**src/i128_pkg.sv**
```systemverilog
`default_nettype none
package i128_pkg;
   localparam int WORD_BITS_DEF = 128;
   localparam int OP_W = 4;
   localparam int SH_W = 8;
   typedef enum logic [3:0] {
      OP_ADD = 4'd0, OP_SUB = 4'd1, OP_MUL = 4'd2, OP_DIV = 4'd3, OP_REM = 4'd4,
      OP_SHL = 4'd5, OP_SAR = 4'd6, OP_AND = 4'd7, OP_OR = 4'd8, OP_CMP = 4'd9
   } op_type;
   // control carried down the divider row with each beat
   typedef struct packed {
      logic       valid;
      logic [3:0] op;
      logic       neg_q;
      logic       neg_r;
      logic       dz;
   } ctl_type;
endpackage
`default_nettype wire

```
**src/i128_div_cell.sv**
```systemverilog
`default_nettype none
// one restoring division step; also carries a precomputed result alongside
module i128_div_cell #(
   parameter int W = i128_pkg::WORD_BITS_DEF
) (
   input  wire logic               clock,
   input  wire logic               reset,
   input  wire logic               stall,
   input  wire i128_pkg::ctl_type  ctl_i,
   input  wire logic [W-1:0]       rem_i,
   input  wire logic [W-1:0]       num_i,
   input  wire logic [W-1:0]       den_i,
   input  wire logic [W-1:0]       res_i,
   output      i128_pkg::ctl_type  ctl_o,
   output      logic [W-1:0]       rem_o,
   output      logic [W-1:0]       num_o,
   output      logic [W-1:0]       den_o,
   output      logic [W-1:0]       res_o
);
   i128_pkg::ctl_type ctl_ff;
   logic [W-1:0] rem_ff, num_ff, den_ff, res_ff;
   logic [W:0]   sh, diff;
   logic [W-1:0] rem_in, num_in;

   // shift in next dividend bit, subtract if it fits; quotient bit enters num
   always_comb begin
      sh     = {rem_i, num_i[W-1]};
      diff   = sh - {1'b0, den_i};
      if (!diff[W]) begin
         rem_in = diff[W-1:0];
         num_in = {num_i[W-2:0], 1'b1};
      end else begin
         rem_in = sh[W-1:0];
         num_in = {num_i[W-2:0], 1'b0};
      end
   end

   always_ff @(posedge clock) begin
      if (reset) begin
         ctl_ff <= '0;
      end else if (!stall) begin
         ctl_ff <= ctl_i;
      end
      if (!stall) begin
         rem_ff <= rem_in;
         num_ff <= num_in;
         den_ff <= den_i;
         res_ff <= res_i;
      end
   end
   assign ctl_o = ctl_ff;
   assign rem_o = rem_ff;
   assign num_o = num_ff;
   assign den_o = den_ff;
   assign res_o = res_ff;
endmodule
`default_nettype wire

```
**config.mk**
```make
export PLATFORM = sky130hd
export DESIGN_NAME = i128_div_cell
export DESIGN_NICKNAME = d
export VERILOG_FILES = /design/src/i128_pkg.sv /design/src/i128_div_cell.sv
export SDC_FILE = /design/constraint.sdc
export NUM_CORES = 1
export LEC_CHECK = 0
export BUFFER_PORTS_ARGS = -buffer_cell sky130_fd_sc_hd__buf_2
export CORE_AREA = 2 2 403 405
export CTS_CLUSTER_SIZE = 10
export DETAILED_ROUTE_END_ITERATION = 10
export DIE_AREA = 0 0 405 407
export HOLD_SLACK_MARGIN = 0.05
export PLACE_DENSITY_LB_ADDON = 0.2
export SETUP_SLACK_MARGIN = 0.2
export SYNTH_ARGS = -nofsm -noshare
export SYNTH_HDL_FRONTEND = slang
export SYNTH_SLANG_ARGS = --single-unit
```
**constraint.sdc**
```tcl
create_clock -name clock -period 12.7 [get_ports clock]
set_input_delay 2.54 -clock clock [delete_from_list [all_inputs] [get_ports clock]]
set_output_delay 2.54 -clock clock [all_outputs]
set_load 0.01 [all_outputs]
```
Word-level counts from Yosys, hierarchy flattened --
Index checks and enable logic that the tools add are counted.
Storage, ports and cells: input port bits 523, register bits 520, output and inout port bits 520
Operators by class: mux-type cells 2, $add $sub $neg 1
Operators by type and width (number):
- 129-bit by 128-bit subtractor with 129-bit output | 1
- 128-bit 2-to-1 mux | 1
- 1-bit 2-to-1 mux | 1

Longest topological paths before layout --
Gate-level depths: netlist of run 1.
depth in word-level cells 2, mapped depth 17, mapped depth without buffers 15

Least setup slack after synthesis of run 1 --
No wires, ideal clock.
kind input-to-reg, start input stall, end register den_ff[0] (netlist: den_o[0]), enable pin, data arrival time 12.681 ns, slack -0.840 ns, cell stages on the path 2, setup time 0.859 ns, required time 11.841 ns, cell sequence clkbuf_1 > inv_1
RTL lines:
- start: declaration | line i128_div_cell.sv:8 | input wire logic stall,
- end signal: assignment | line i128_div_cell.sv:47 | den_ff <= den_i;
- end: declaration | line i128_div_cell.sv:21 | logic [W-1:0] rem_ff, num_ff, den_ff, res_ff;
No word-level cell between the ends.

Worst setup path after layout of run 1 --
start input den_i[5], end register rem_ff[13] (netlist: rem_o[13]), data pin
On the way: cells in the longest elaborated chain, start to end 2
RTL lines:
- start: declaration | line i128_div_cell.sv:12 | input wire logic [W-1:0] den_i,
- 129-bit by 128-bit subtractor with 129-bit output | line i128_div_cell.sv:28 | diff = sh - {1'b0, den_i};
- 128-bit 2-to-1 mux | line i128_div_cell.sv:29 | if (!diff[W]) begin
- named net rem_in[13] | line i128_div_cell.sv:23 | logic [W-1:0] rem_in, num_in;
- end signal: assignment | line i128_div_cell.sv:45 | rem_ff <= rem_in;
- end: declaration | line i128_div_cell.sv:21
The timed path passes the listed nets, and every way through them passes these cells. A chain may end at the register's enable or synchronous reset.

==> flow_summary.yaml, run 1 <==
power:
  peakVddDrop_mv: 0.09230
  power-per-cell-area_mw_per_mm2: 146.2
  pwr-share-seq_pct: 40.3
  swShare_pct: 31.23
  comb_power_share_pct: 21.2
  p_switching_mw: 1.658
  p_leak_nw: 15.11
  p_int_mw: 3.650
  clkPwrFrac_pct: 38.6
drt:
  antenna_left: 0
  wl_per_cell_um: 24.57
  wl_um: 137400
  first_pass_iters: 5
  wl_met3_um: 10220
  drc: 0
  vias: 23007
  wl_met1_um: 52640
  dr_wl_met2_um: 68140
  drtIter0Drc: 1632
  vias_per_cell: 4.115
  highest_layer: "met5"
global_routing:
  grt_first_pass_wirelength_um: 181300
  grt_pass1_vias: 22839
  grt_max_degree: 158
  grt_use_total_pct: 15.88
  antenna_found_initial: 87
  grt_overflow: 0
synthesis:
  synth_top_family_by_area: "compound AO/OA/AOI/OAI gates"
  synth_fa_ha_area_share_pct: 6.166
  synth_fp_nets: 2970
  syn_inst: 2318
  syn_area_per_cell_um2: 11.34
  synth_area_leaders: "edfxtp_1, ha_1, nand2_1"
  synth_top_area_cell: "edfxtp_1"
  ys_seq_elements: 520
  synth_edf_count: 512
  yosys_warnings: 0
  synth_top_area_share_pct: 58.47
  synth-seq-area-share_pct: 59.08
  synth-compound-area-share_pct: 15.28
  synthSimpleGateAreaFrac_pct: 10.90
  ys_dominant_reg_cell: "edfxtp_1"
  ys_types: 87
  synthMuxAreaShare_pct: 0.6376
  async_flop_share_pct: 0
  synth_area_mm2: 0.02630
  synth_xor_area_share_pct: 4.097
sta:
  setup_tns_ns: 0
  slew_viol_final: 0
  slew_headroom_pct: 30.42
  worst_pin_slew_ns: 1.037
  setup_violations: 0
  rsz0062_at_grt: "false"
  fin_skew_ns: 0
  post-route-period-util_pct: 55.55
  max_freq_mhz: 141.8
  finalHoldViolations: 0
  fin_ws_ns: 5.645
  min_period_ns: 7.055
layout:
  seq_area_mm2: 0.01553
  fillers: 17555
  layout.nets: 4026
  drive_gt1_share_pct: 35.14
  syn2layout_area_growth_pct: 38.06
  fin_util_pct: 22.66
  final_cells: 5591
  multi_input_area_mm2: 0.009759
run_status:
  outcome: "completed"
clock_network:
  cts_setup_buffers: 0
  cts_made_buffers: 75
  cts_resized: 0
  cts_buffer_depth: 3
  cts_hold_buf: 0
  clock-sinks: 520
  htree_num_levels: 3
  cts_root_buf: "clkbuf_16"
  cts_tree: "done"
  clock_latency_ns: 0.67
  clkTransAtPathRegs_ns: 0.05
floorplan:
  start_util_pct: 16.41
  die_w_um: 405
  fp.coreArea_mm2: 0.1602
  die_h_um: 407
  rows: 147
  num_io_pins: 1043
  dieArea_mm2: 0.1648
placed_design:
  hpwlAfterDp_um: 114700
  numPlacedInstances: 5457
  gp_congestion: 0.9130
  dp_slack_ns: 4.677
  portBuffers: 1042
worst_setup_path:
  critical_path_required_ns: 13.09
  crit_type: "in2reg"
  cp.arrival_ns: 7.44
  crit_path_end_kind: "flop"
  crit_path_start_kind: "input port"
  crit_path_max_fanout: 148
flow_run:
  max_cap_viol_count: 0
worst_hold_path:
  hp-class: "reg2reg"
[state kept, by name, summed over array words and instances (netlist names)]
name	cells
ctl_o	8
den_o	128
num_o	128
rem_o	128
res_o	128
[kinds of logic (layout without fill, tap and decap cells)]
| logic type | count (synthesis) | count (layout) |
|---|---|---|
| compound gates | 672 | 672 |
| xor+xnor | 123 | 123 |
| fa+ha+maj | 129 | 129 |
| buf+inv | 236 | 1341 |
| flops | 520 | 520 |
| mux | 16 | 16 |
| other cells | 0 | 8 |
| simple gates | 622 | 622 |
[critical path, cell delays in order]
cell,delay [ns]
buf_2,0.16
inv_1,0.06
ha_1,0.60
o211ai_1,0.17
a21oi_1,0.57
o311a_1,0.31
o21ai_1,0.09
and2_2,0.25
o21ai_4,0.37
a21oi_2,0.14
o21a_1,0.27
nand2_8,0.64
buf_4,0.82
o21ai_0,0.24
[synth_stat cells (all sizes together), types with 11 or more instances]
library cell / instances
o21ai: 251
a21o: 40
xor2: 52
nor2: 129
o21bai: 35
a211oi: 15
a21boi: 13
a31oi: 19
xnor2: 71
or2: 11
clkbuf: 26
ha: 128
and3: 11
nand4: 63
nand2b: 16
nand3: 18
inv: 162
edfxtp: 512
a21oi: 220
nor4: 12
o21a: 21
nor3: 30
o31ai: 14
buf: 48
nand2: 298
[power groups by stage]
stage	registers, mW	logic [mW]	clock network (mW)
3_5_place_dp	2.17	1.14	0
6_report	2.14	1.12	2.05
3_3_place_gp	2.17	1.14	0
4_1_cts	2.14	1.14	2.14
5_1_grt	2.15	1.23	2.19
2_1_floorplan	2.28	0.495	0
[layout by cell type (no fill, tap or decap), types with 10 or more instances in the layout]
master        n
nor2_1      128
xnor2_1      71
o21a_1       21
clkbuf_16    75
clkinv_1     10
a31oi_1      18
nand4_1      61
ha_1        128
o21bai_1     35
nor3_1       28
o21ai_1      83
a211oi_1     12
nand2_1     295
a21o_1       40
xor2_1       52
nand3_1      18
mux2i_1      10
a21oi_1     217
nand2b_1     16
nor4_1       10
inv_1       159
edfxtp_1    512
and3_1       11
a21boi_0     12
clkbuf_1     15
buf_2      1042
o21ai_0     166
[final cells by class]
type / count / share of cell area (%)
sequential: 520 / 42.79
multi-input combinational: 1562 / 26.88
timing repair buffer: 1053 / 14.69
tap: 2160 / 7.444
clock buffer: 90 / 5.324
inverter: 162 / 1.685
clock inverter: 36 / 1.127
antenna: 8 / 0.05514
[per-layer routing]
metal	global-route usage, %	vias to the layer above
met3	4.446	297
met5	0	-
li1	-	10650
met2	27.94	994
met1	17.96	11006
met4	6.579	60
[worst paths after layout]
path / startpoint / endpoint / slack, ns / cells after the start
max: den_i[5] / rem_o[13]$_DFFE_PN_ / 5.65 / 14
min: ctl_o[3]$_SDFFE_PP0N_ / ctl_o[3]$_SDFFE_PP0N_ / 0.49 / 2
max reg2reg: ctl_o[5]$_SDFFE_PP0N_ / ctl_o[5]$_SDFFE_PP0N_ / 12.08 / 2
min reg2reg: ctl_o[3]$_SDFFE_PP0N_ / ctl_o[3]$_SDFFE_PP0N_ / 0.49 / 2
[through the flow]
| stage | total power [mW] | hold slack, ns | instance area [um2] |
|---|---|---|---|
| final | 5.308 | 0.4947 | 36310 |
| after global routing | 5.568 | 0.5311 | 36290 |
| after CTS | 5.429 | 0.5028 | 36290 |
| after detailed placement | 3.311 | 0.4892 | 33940 |
| after global placement | 3.317 | 0.4718 | 33940 |
| after floorplan | 2.777 | 0.5354 | 26300 |
No activity file was read; power rests on OpenSTA's default activity.
==> run 2, diff against run 1 <==
==> constraint.sdc (replaced) <==
create_clock -name clock -period 6.2 [get_ports clock]
set_input_delay 1.24 -clock clock [delete_from_list [all_inputs] [get_ports clock]]
set_output_delay 1.24 -clock clock [all_outputs]
set_load 0.01 [all_outputs]
==> run 2 against run 1 <==
Net effect:
- flip-flop and latch count unchanged
- register-to-register slack lost 6.5 ns
- first-iteration DRC count is 1.2% lower
- sequential share of layout area fell by 0.30 points
- count of clock-buffer cells in the layout shrank 4
- via count is 0.69% higher
- largest power group unchanged
==> flow_summary.yaml, run 2 (same netlist as run 1, synthesis figures left out) <==
sta:
  setup_tns_ns: 0
  max_freq_mhz: 194.4
  worst_pin_slew_ns: 1.151
  setup_violations: 0
  holdWs_ns: 0.4928
  slew_viol_final: 0
  rsz0062_at_grt: "false"
  min_period_ns: 5.144
  fin_skew_ns: 0
  post-route-period-util_pct: 82.97
  slew_headroom_pct: 22.80
  finalHoldViolations: 0
power:
  comb_power_share_pct: 21.1
  swShare_pct: 30.83
  p_switching_mw: 3.405
  power-per-cell-area_mw_per_mm2: 302.1
  clkPwrFrac_pct: 39.3
  pwr-share-seq_pct: 39.6
  peakVddDrop_mv: 0.1853
  p_leak_nw: 15.24
  p_int_mw: 7.640
drt:
  vias_per_cell: 4.134
  drtIter0Drc: 1613
  wl_per_cell_um: 24.82
  first_pass_iters: 5
  antenna_left: 0
  vias: 23166
  wl_um: 139100
  drc: 0
floorplan:
  die_h_um: 407
  fp.coreArea_mm2: 0.1602
  rows: 147
  die_w_um: 405
  num_io_pins: 1043
  dieArea_mm2: 0.1648
  start_util_pct: 16.41
clock_network:
  cts_resized: 0
  clkTransAtPathRegs_ns: 0.05
  cts_buffer_depth: 3
  cts_made_buffers: 73
  cts_tree: "done"
  cts_hold_buf: 0
  htree_num_levels: 3
  cts_root_buf: "clkbuf_16"
  cts_setup_buffers: 0
  clock-sinks: 520
  clock_latency_ns: 0.67
placed_design:
  place_area_mm2: 0.03413
  gp_congestion: 0.8929
  hpwlAfterDp_um: 117100
  portBuffers: 1042
  numPlacedInstances: 5474
global_routing:
  grt_first_pass_wirelength_um: 185100
  grt_use_total_pct: 16.14
  grt_max_degree: 102
  antenna_found_initial: 85
  grt_overflow: 0
  grt_pass1_vias: 22922
worst_setup_path:
  crit_path_end_kind: "flop"
  ff2ff_path_depth: 2
  crit_path_max_incr_delay_ns: 0.68
  r2r-start: "ctl_o[7]$_SDFFE_PP0N_"
  reg2reg_to: "ctl_o[7]$_SDFFE_PP0N_"
  path_common_cell: "o21ai_1"
  crit_chain: "buf_2 -> inv_1 -> ha_1 -> and2_1 -> a221oi_2 -> a211oi_2 -> o2111ai_1 -> a211o_1 -> nand3_1 -> a211oi_1 -> o21ai_1 -> a31oi_1 -> xnor2_1 -> o21ai_1"
  crit_path_max_fanout: 4
  crit_path_start_kind: "input port"
  crit_type: "in2reg"
  critical_path_required_ns: 6.60
  cp.arrival_ns: 5.54
  reg2reg_setup_slack_ns: 5.59
  setup.worst_path.start: "den_i[3]"
  crit_end: "rem_o[101]$_DFFE_PN_"
  cp_slowest_cell: "a211oi_1"
layout:
  layout_common_cells: "buf_2, edfxtp_1, nand2_1, a21oi_1, o21ai_0"
  final_cells: 5604
  final_area_mm2: 0.03656
  syn2layout_area_growth_pct: 39.04
  fillers: 17494
  multi_input_area_mm2: 0.009759
  drive_gt1_share_pct: 35.49
  layout.nets: 4041
  seq_area_mm2: 0.01553
  layout_commonest_cell: "buf_2"
worst_hold_path:
  hp-class: "reg2reg"
  min_delay_path_depth: 2
run_status:
  outcome: "completed"
flow_run:
  max_cap_viol_count: 0
==> run 2: how the worst min path moves through the flow <==
stage	startpoint	endpoint
CTS	ctl_o[3]$_SDFFE_PP0N_	ctl_o[3]$_SDFFE_PP0N_
global route	ctl_o[5]$_SDFFE_PP0N_	ctl_o[5]$_SDFFE_PP0N_
detailed placement	ctl_o[3]$_SDFFE_PP0N_	ctl_o[3]$_SDFFE_PP0N_
finish	ctl_o[3]$_SDFFE_PP0N_	ctl_o[3]$_SDFFE_PP0N_
global placement	ctl_o[5]$_SDFFE_PP0N_	ctl_o[5]$_SDFFE_PP0N_
floorplan	ctl_o[0]$_SDFFE_PP0N_	ctl_o[0]$_SDFFE_PP0N_
==> run 2: critical path, delay by kind of cell <==
family          cells  cell delay (ns)
xor+xnor            1             0.18
fa+ha+maj           1             0.32
compound gates      8             3.32
buf+inv             2             0.15
simple gates        2             0.32
==> run 2: per-layer routing <==
metal / vias to the layer above / track usage, % / routed length (um)
met2: 946 / 29.26 / 70660
met1: 11231 / 18.16 / 53230
li1: 10676 / - / -
met3: 267 / 4.893 / 10560
met4: 46 / 4.497 / 4354
met5: - / 0 / 286
==> run 2: area by class of cell <==
class	count	share of cell area [%]
antenna	12	0.08213
tap	2160	7.392
clock inverter	32	1.427
timing repair buffer	1070	15.11
multi-input combinational	1562	26.69
clock buffer	86	5.130
sequential	520	42.49
inverter	162	1.673
==> run 2: per-stage QoR <==
step / worst slack [ns] / power (mW) / utilization, %
3_3_place_gp: 0.2668 / 6.828 / 21.31
3_5_place_dp: 0.3429 / 6.813 / 21.31
6_report: 1.056 / 11.05 / 22.82
4_1_cts: 1.073 / 11.27 / 22.80
5_1_grt: 1.020 / 11.56 / 22.81
2_1_floorplan: -3.270 / 5.690 / -
==> run 2: power groups by stage <==
stage,combinational (mW),clock [mW],sequential (mW)
floorplan,1.01,0,4.68
global placement,2.37,0,4.45
detailed placement,2.36,0,4.45
CTS,2.37,4.51,4.39
global route,2.54,4.61,4.41
finish,2.33,4.34,4.38
